===== config.mk =====
export PLATFORM = sky130hd
export DESIGN_NAME = lce_link_store
export DESIGN_NICKNAME = d
export VERILOG_FILES = /design/src/rtl/core/lru_cache_with_expiry_unit_defines.svh /design/src/rtl/core/lce_link_store.sv
export SDC_FILE = /design/constraint.sdc
export NUM_CORES = 1
export LEC_CHECK = 0
export CAP_MARGIN = 20
export CORE_MARGIN = 2
export CORE_UTILIZATION = 60
export DETAILED_ROUTE_END_ITERATION = 6
export DONT_BUFFER_PORTS = 1
export PLACE_DENSITY = 0.82
export SYNTH_ARGS = -nofsm -noshare
export SYNTH_HDL_FRONTEND = slang
export SYNTH_SLANG_ARGS = --single-unit

===== constraint.sdc =====
create_clock -name i_clk -period 5.5 [get_ports i_clk]
set_input_delay 0.275 -clock i_clk [delete_from_list [all_inputs] [get_ports i_clk]]
set_output_delay 0.275 -clock i_clk [all_outputs]
set_load 0.005 [all_outputs]

===== src/rtl/core/lru_cache_with_expiry_unit_defines.svh =====
// assertion macros for the lru cache with expiry unit
// used by the rtl files that carry concurrent checks, no other dependencies
`ifndef LRU_CACHE_WITH_EXPIRY_UNIT_DEFINES_SVH
`define LRU_CACHE_WITH_EXPIRY_UNIT_DEFINES_SVH
`ifndef SYNTHESIS
`define LCE_ASSERT(lbl, clk, rst_n, cond) \
    lbl: assert property (@(posedge clk) disable iff (!rst_n) (cond)) \
        else $error("lce check failed: %m");
`define LCE_ASSERT_IMP(lbl, clk, rst_n, ante, cons) \
    lbl: assert property (@(posedge clk) disable iff (!rst_n) (ante) |-> (cons)) \
        else $error("lce check failed: %m");
`define LCE_ASSERT_NXT(lbl, clk, rst_n, ante, cons) \
    lbl: assert property (@(posedge clk) disable iff (!rst_n) (ante) |=> (cons)) \
        else $error("lce check failed: %m");
`else
`define LCE_ASSERT(lbl, clk, rst_n, cond)
`define LCE_ASSERT_IMP(lbl, clk, rst_n, ante, cons)
`define LCE_ASSERT_NXT(lbl, clk, rst_n, ante, cons)
`endif
`endif


===== src/rtl/core/lce_link_store.sv =====
// lru order links of the cache: previous and next slot per slot, field write enables
// no dependencies
module lce_link_store #(
    parameter int DEPTH = 64
) (
    input  logic                     i_clk,
    input  logic [$clog2(DEPTH)-1:0] i_rd_addr,
    input  logic [$clog2(DEPTH)-1:0] i_wr_addr,
    input  logic                     i_we_prev,
    input  logic                     i_we_next,
    input  logic [$clog2(DEPTH)-1:0] i_wr_prev,
    input  logic [$clog2(DEPTH)-1:0] i_wr_next,
    output logic [$clog2(DEPTH)-1:0] o_rd_prev,
    output logic [$clog2(DEPTH)-1:0] o_rd_next
);
    localparam int IW = $clog2(DEPTH);

    logic [IW-1:0] r_prev_mem [DEPTH];
    logic [IW-1:0] r_next_mem [DEPTH];

    always_ff @(posedge i_clk) begin
        if (i_we_prev) begin
            r_prev_mem[i_wr_addr] <= i_wr_prev;
        end
        if (i_we_next) begin
            r_next_mem[i_wr_addr] <= i_wr_next;
        end
        o_rd_prev <= r_prev_mem[i_rd_addr];
        o_rd_next <= r_next_mem[i_rd_addr];
    end

endmodule


Yosys cells after proc, flatten, opt, wreduce, memory -nomap -nowiden
Memories as Yosys holds them, arrays and structs flattened. A register that Yosys moved wholly into a read port is not among the register bits.
Cells that the tools add are included.
{"block": "word_totals", "inputBits": 27, "ram_bits": 768, "n_memories": 2, "register_bits": 0, "wordCells": 6}
{"block": "classes", "mux": 4}
{"memory": "r_next_mem", "words": 64, "width": 6, "rd": 1, "rd_clocked_by_memory_dff": 1, "wr": 1, "line_no": "lce_link_store.sv:19", "rtl": "logic [IW-1:0] r_next_mem [DEPTH];"}
{"memory": "r_prev_mem", "words": 64, "width": 6, "rd": 1, "rd_clocked_by_memory_dff": 1, "wr": 1, "line_no": "lce_link_store.sv:18", "rtl": "logic [IW-1:0] r_prev_mem [DEPTH];"}
{"operator": "$mux W1", "n": 4}

Logic depth before layout (Yosys ltp)
Gate-level depths: netlist of run 1.
{"block": "logic_depth", "ltp_word": 2, "ltp_mapped": 8, "ltp_nobuf": 4}

Worst setup path before layout of run 1
No wires, ideal clock.
{"block": "synth_path", "path_type": "input port to flip-flop", "startpoint": "input port i_wr_addr[0]", "endpoint": "memory r_prev_mem[41][0] (netlist bit), enable pin", "slack_ps": 3496, "path_stages": 6, "t_arrival_ps": 1654, "setup_ps": 350, "t_required_ps": 5150, "cell_sequence": "clkbuf_1 -> or3b_2 -> clkbuf_1 -> inv_1 -> nand2_1 -> nor2_1"}
{"item": "start: declaration", "line_no": "lce_link_store.sv:8", "rtl": "input logic [$clog2(DEPTH)-1:0] i_wr_addr,"}
{"item": "end: declaration", "line_no": "lce_link_store.sv:18"}
No word-level cell before the write port.

==> results of run 1 <==
routing by layer:
metal | part of all wire | wire length (um) | vias to the layer above | global-route usage
li1 | - | - | 5990 | -
met1 | 0.37 | 24600 | 7656 | 0.361
met2 | 0.49 | 33200 | 1082 | 0.424
met3 | 0.10 | 6810 | 182 | 0.0589
met4 | 0.039 | 2640 | 0 | 0.0962
met5 | 0 | 0 | - | 0
kinds of logic (layout without fill, tap and decap cells):
group	Yosys count	in the layout
AOI/OAI and AO/OA	110	110
buffers and inverters	95	166
DFF	780	780
muxes	218	218
other	0	1
and+or+nand+nor	230	230
worst max-delay path: stages (launching register included):
cell and delay, ps:
edfxtp_1 360, mux4_2 270, o221ai_1 110, a2111oi_0 940
a221o_1 260
stage by stage:
step	hold slack (ps)	worst slack (ps)	power, W	utilization
finish	35.2	3490	0.0122	0.670
global route	2.80	3510	0.0124	0.669
CTS	6.68	3320	0.0122	0.669
detailed placement	379	2940	0.00707	0.613
global placement	379	2800	0.00706	0.613
floorplan	374	3500	0.00705	-
synth_stat cells, types with 8 or more instances:
master / number
buf_2: 15
inv_1: 13
dfxtp_1: 12
nand2_1: 29
o221ai_1: 27
mux2i_1: 25
a211oi_1: 8
a22oi_1: 10
o21ai_0: 8
buf_4: 13
o22ai_1: 25
nand3b_1: 8
edfxtp_1: 768
and2_1: 8
clkbuf_1: 46
nor2_1: 134
nand3_1: 25
mux4_2: 186
nor2b_1: 8
area by class of cell:
cell class / instances / share of cell area
clock inverters: 38 / 0.00978
clock buffers: 97 / 0.0627
multi-input cells: 558 / 0.191
flip-flops and latches: 780 / 0.698
diodes: 1 / 0.0000750
repair buffers: 18 / 0.0116
well taps: 672 / 0.0252
inverters: 13 / 0.00146
path summary, 6_finish.rpt:
| check | to | slack [ps] | from |
|---|---|---|---|
| worst max-delay path | o_rd_prev[4] | 3490 | r_prev_mem[0][4] |
| worst min-delay path | o_rd_prev[1] | 40 | i_rd_addr[4] |
| worst max register to register | o_rd_prev[4] | 3490 | r_prev_mem[0][4] |
| worst min register to register | o_rd_prev[2] | 880 | r_prev_mem[38][2] |
state kept, by name, summed over array words and instances (netlist names):
register and flops:
r_next_mem 384, r_prev_mem 384, o_rd_prev 6, o_rd_next 6
where the power goes:
part           total, W  internal [W]  switching [W]
Clock           0.00508       0.00293        0.00215
Combinational  0.000481      0.000212       0.000269
Sequential      0.00660       0.00658      0.0000206
what timing repair did:
action	in CTS	in global routing
hold buffers	16	0
endpoints found under the hold margin	775	0
gates resized for setup	0	0
==> metrics.md, run 1 <==
| Metric | Value |
|---|---|
| Pwr Density | 364 nW/um2 |
| Row count | between 80 and 90 |
| Dpl hpwl | roughly 38000 um |
| Core footprint | 49900 um2 |
| Final slew viol count | 0 |
| Largest net degree at the start of global routing | 199 |
| Clock transition at the registers of the reported paths | 70 ps |
| Die area | 52000 um2 |
| Mapped Cells | 1433 |
| Post-synthesis async set-or-reset flop share | 0 |
| CTS root buf | clkbuf_16 |
| Required time of the critical path | about 6000 ps |
| CP Max Fanout | 1 |
| Placer Congestion | 0.824 |
| Commonest non-fill, non-tap cells in the layout | edfxtp_1, mux4_2, nor2_1 |
| Slew HR | 0.308 |
| Drt first pass iters | 5 |
| Setup violators final | 0 |
| Synth Area in Adders | 0 |
| Synth Area in Compound Gates | 0.0277 |
| Hold Vio Cnt, Final | 0 |
| Worst EP arrival | 2550 ps |
| First-pass GRT wire length | around 100000 um |
| Die W | 228 um |
| Critical Path Start Type | register |
| Initial antenna violation count | 1 |
| Tcrit/Tclk final | 0.365 |
| Largest cells by area after synthesis | edfxtp_1, mux4_2, nor2_1 |
| Area of the multi-input gates | 6380 um2 |
| Post-CTS Setup Repair Bufs | 0 |
| Die height | 228 um |
| H-tree depth | 3 |
| Post-synthesis simple-gate area fraction | 0.0341 |
| Placed Instances | ~2000 |
| Leak | 10.4 nW |
| RSZ-0062 raised after global routing | no |
| Max frequency | 0.499 GHz |
| Most common cell after layout, fill and taps aside | edfxtp_1 |
| Synth Flop Type | edfxtp_1 |
| Mapped Nets | between 1000 and 1500 |
| WL final | 67200 um |
| Final non-filler cell total | 2177 |
| Area Overhead vs Synth | 10.8% |
| Slew @ Worst Pin | 1010 ps |
| Hold Path Stages | 3 |
| Worst clock skew | between 10 and 15 ps |
| Total vias in the final route | roughly 15000 |
| Distinct cell type count after synthesis | 37 |
| Number of synthesized flops with an enable pin | 768 |
| Routed wire length per instance | between 30 and 40 um |
| DRT antenna net count | 0 |
| Filler instances | around 3000 |
| FF-to-FF path depth | 4 |
| Vias in the first global route | 15000 |
| Final worst path period need | 2010 ps |
| Vias per std cell | 6.85 |
| Yosys top cell by area | edfxtp_1 |
| Post-Synth XOR/XNOR Area | 0 |
| I/O pin cnt | 39 |
| Setup TNS | 0 ps |
| Post-DP Area | 30600 um2 |
| I/O Buffers | 0 |
| Yosys warning total | 0 |
| Status | complete, no violations |
| CTS Sinks | between 700 and 800 |
| Setup crit end kind | register |
| Sequential area share after synthesis | 0.773 |
| Worst VDD drop | 356 uV |
| CTS tree | yes |
| Total global routing overflow | 0 |
| Hold Path Class | in -> reg |
| Synth Area per Inst | 21.0 um2 |
| Clock buffer depth | 3 |
| Largest family of logic cells by synthesized area | multiplexers |
| Share of cells above drive strength 1 | 0.219 |
| Area of the mapped netlist | 30100 um2 |
| Worst setup path category | reg -> reg |
| Multiplexer share of the synthesized area | 0.150 |
| Max Cap Violations | 0 |
| Synth top area share | 0.765 |
| Seq. cell area | 23300 um2 |
| CTS buffer count | 75 |
| Initial Utilization | 0.604 |
| Finished layout cell area | 33400 um2 |
| DRC | 0 |
| Global Route Usage Sum | 0.263 |
| #FFs+latches synth | 780 |
| Clock Latency Late Sink | 610 ps |
| Nets@finish | 1473 |
| Drt first-iter violations | about 2200 |
(Power assumes the default switching activity.)
==> run 2: changes to the inputs <==
--- a/config.mk
+++ b/config.mk
@@ -5,12 +5,13 @@
 export SDC_FILE = /design/constraint.sdc
 export NUM_CORES = 1
 export LEC_CHECK = 0
+export ABC_AREA = 1
 export CAP_MARGIN = 20
 export CORE_MARGIN = 2
-export CORE_UTILIZATION = 60
+export CORE_UTILIZATION = 57
 export DETAILED_ROUTE_END_ITERATION = 6
 export DONT_BUFFER_PORTS = 1
-export PLACE_DENSITY = 0.82
+export PLACE_DENSITY = 0.81
 export SYNTH_ARGS = -nofsm -noshare
 export SYNTH_HDL_FRONTEND = slang
 export SYNTH_SLANG_ARGS = --single-unit
==> constraint.sdc (replaced) <==
create_clock -name i_clk -period 1.7 [get_ports i_clk]
set_input_delay 0.085 -clock i_clk [delete_from_list [all_inputs] [get_ports i_clk]]
set_output_delay 0.085 -clock i_clk [all_outputs]
set_load 0.005 [all_outputs]
==> run 2 against run 1 <==
Net effect: final cell count grew 69%; first-iteration DRC count grew 74%; fmax grew 20%; clock power grew to 3.3 times the previous value; largest cell class unchanged; utilization shrank 1.7 points; via count grew 52%; total power grew to 3.3 times the previous value; critical path depth grew 5; non-clock buffer count grew 186; worst setup slack lost 3500 ps; global-route usage grew 2.0 points; register-to-register slack lost 3500 ps.
==> metrics.md, run 2 <==
| Metric | Value |
|---|---|
| Crit path max-delay family | simple AND/OR/NAND/NOR gates |
| Area of the mapped netlist | 32200 um2 (+6.7%) |
| #FFs+latches synth | 780 (unchanged) |
| Status | complete, no violations |
| Vias per std cell | 6.17 (-9.9%) |
| Post-CTS Setup Repair Bufs | 0 (unchanged) |
| Mapped Cells | 2760 (+93%) |
| RSZ-0062 raised after global routing | yes |
| Synth Area per Inst | 11.7 um2 (-45%) |
| Mapped Nets | 2787 (+91%) |
| Slew @ Worst Pin | 1160 ps (+151 ps) |
| Synth Area in Adders | 0 (unchanged) |
| CTS Sinks | 780 (unchanged) |
| Post-synthesis simple-gate area fraction | 0.237 (+0.203) |
| Area Overhead vs Synth | 13.8% |
| Worst VDD drop | 778 uV (+120%) |
| Yosys top cell by area | edfxtp_1 |
| Worst clock skew | 24.3 ps (+10.8 ps) |
| DRC | 0 (unchanged) |
| Drt first pass iters | 7 (+2) |
| Distinct cell type count after synthesis | 16 (-57%) |
| Dpl hpwl | 45800 um (+21%) |
| Sequential area share after synthesis | 0.724 (-0.0488) |
| Routed wire length per instance | 22.8 um (-26%) |
| Largest net degree at the start of global routing | 386 (+94%) |
| Final non-filler cell total | 3675 (+69%) |
| Post-DP Area | 33500 um2 (+9.4%) |
| Required time of the critical path | 2220 ps (-3820 ps) |
| Post-route core utilization | 0.653 (-0.0166) |
| Placer Congestion | 0.888 (+7.8%) |
| Post-synthesis async set-or-reset flop share | 0 (unchanged) |
| Row count | 87 (+6.1%) |
| Hold Vio Cnt, Final | 0 (unchanged) |
| Die W | 242 um (+5.9%) |
| Max frequency | 0.599 GHz (+20%) |
| CTS tree | yes |
| Clock transition at the registers of the reported paths | 60 ps (about the same) |
| Commonest non-fill, non-tap cells in the layout | nand2_1, edfxtp_1, nand3_1 |
| DRT antenna net count | 0 (unchanged) |
| Share of cells above drive strength 1 | 0.103 (-0.115) |
| Clock Latency Late Sink | 630 ps (+20 ps) |
| H-tree depth | 3 (unchanged) |
| Die height | 242 um (+5.9%) |
| Global Route Usage Sum | 0.284 (+0.0204) |
| Initial antenna violation count | 1 (unchanged) |
| Worst EP arrival | 2190 ps (-360 ps) |
| Synth Flop Type | edfxtp_1 |
| WL final | 83900 um (+25%) |
| I/O Buffers | 0 (unchanged) |
| Post-Synth XOR/XNOR Area | 0 (unchanged) |
| Number of synthesized flops with an enable pin | 768 (unchanged) |
| Yosys warning total | 0 (unchanged) |
| Tcrit/Tclk final | 0.982 (+0.617) |
| Total global routing overflow | 0 (unchanged) |
| Clock buffer depth | 3 (unchanged) |
| Largest family of logic cells by synthesized area | simple AND/OR/NAND/NOR gates |
| Worst path cell trace | nand2_2 -> nand3_2 -> nand3_1 -> nand2_1 -> nand2_1 -> dlygate4sd3_1 -> nand3_1 -> nand3_1 -> nand2_1 |
| Leak | 13.3 nW (+28%) |
| Most frequent cells after synthesis | nand2_1, edfxtp_1, nand3_1, nor3_1, buf_2 |
| Critical Path Start Type | register |
| Nets@finish | 2881 (+96%) |
| CTS buffer count | 77 (+2.7%) |
| Synth top area share | 0.717 (-0.0483) |
| Placed Instances | 3492 (+73%) |
| Largest cells by area after synthesis | edfxtp_1, nand2_1, nand3_1 |
| Initial Utilization | 0.574 (-0.0306) |
| I/O pin cnt | 39 (unchanged) |
| Final worst path period need | 1670 ps (-337 ps) |
| Max Cap Violations | 0 (unchanged) |
| Setup crit end kind | register |
| Hold Path Class | in -> reg |
| Highest cell delay on the worst timing path | 540 ps (-400 ps) |
| Die area | 58300 um2 (+12%) |
| CP Max Fanout | 1 (unchanged) |
| Total vias in the final route | 22700 (+52%) |
| Count leader, synth | nand2_1 |
| Core footprint | 56100 um2 (+12%) |
| R2R setup slack | 30 ps (-3460 ps) |
| Pwr Density | 1110 nW/um2 (+200%) |
| Fin Hold WS | 17.1 ps (-18.2 ps) |
| Slew HR | 0.222 (-0.0860) |
| Vias in the first global route | 22300 (+48%) |
| Drt first-iter violations | 3743 (+74%) |
| Finished layout cell area | 36600 um2 (+9.6%) |
| Biggest regs | r_next_mem (384), r_prev_mem (384) |
| CTS root buf | clkbuf_16 |
| Synth Area in Compound Gates | 0 (-0.0277) |
| Filler instances | 3861 (+27%) |
| Final slew viol count | 0 (unchanged) |
| First-pass GRT wire length | 127000 um (+27%) |
| Most common cell after layout, fill and taps aside | nand2_1 |
| Multiplexer share of the synthesized area | 0 (-0.150) |
| Setup violators final | 0 (unchanged) |
| Total power draw | 0.0406 W (+230%) |
| Worst setup path category | reg -> reg |
| CP Buf/Inv Count | 1 (+1) |
| Crit-path slowest cell | dlygate4sd3_1 |
[run 2: logic make-up (layout without fill, tap and decap cells)]
family | count (synthesis) | after routing
AND/OR/NAND/NOR | 1773 | 1773
buffers and inverters | 207 | 365
other | 0 | 1
flip-flops | 780 | 780
[run 2: timing repair]
| item | 4_1_cts | 5_1_grt |
|---|---|---|
| hold buffers | 39 | 0 |
| endpoints found under the setup margin | 0 | 2 |
| gates resized for setup | 0 | 3 |
| hold endpoints to repair | 793 | 0 |
[run 2: per-layer routing]
metal / track usage / wire length (um) / vias up
met2: 0.461 / 40300 / 1680
met4: 0.131 / 3330 / 0
met5: 0 / 0 / -
met1: 0.369 / 29700 / 10800
met3: 0.0607 / 10600 / 269
li1: - / - / 9926
[run 2: area by class of cell]
class,count,area [um2],area share
sequential,780,23300,0.637
timing repair buffer,204,2130,0.0581
inverter,18,85.1,0.00232
clock buffer,105,2150,0.0587
clock inverter,38,348,0.00950
multi-input combinational,1773,7640,0.209
tap,756,946,0.0258
antenna,1,2.50,0.0000684
[run 2: per-stage QoR]
stage / setup slack [ps] / TNS, ps
final: 30.7 / 0
after global routing: -18.3 / -18.3
after CTS: 76.4 / 0
after detailed placement: 50.6 / 0
after global placement: 74.3 / 0
after floorplan: 67.0 / 0
[run 2: power breakdown]
part,switching (W),internal (W),leakage [nW]
combinational,0.00171,0.000739,5.09
sequential,0.0000937,0.0213,7.01
clock,0.00713,0.00968,1.21
total,0.00893,0.0317,13.3
[run 2: path summary, 6_finish.rpt]
path	startpoint	to	depth (start not counted)
max reg2reg	r_prev_mem[9][2]	o_rd_prev[2]	9
max	r_prev_mem[9][2]	o_rd_prev[2]	9
min	i_rd_addr[1]	o_rd_prev[5]	7
min reg2reg	r_prev_mem[42][5]	o_rd_prev[5]	8
[run 2: worst register-to-register path, delay by kind of cell, from the launching register on]
kind / cells / cell delay [ps]
buffers and inverters: 1 / 540
flip-flops: 1 / 390
AND/OR/NAND/NOR: 8 / 640
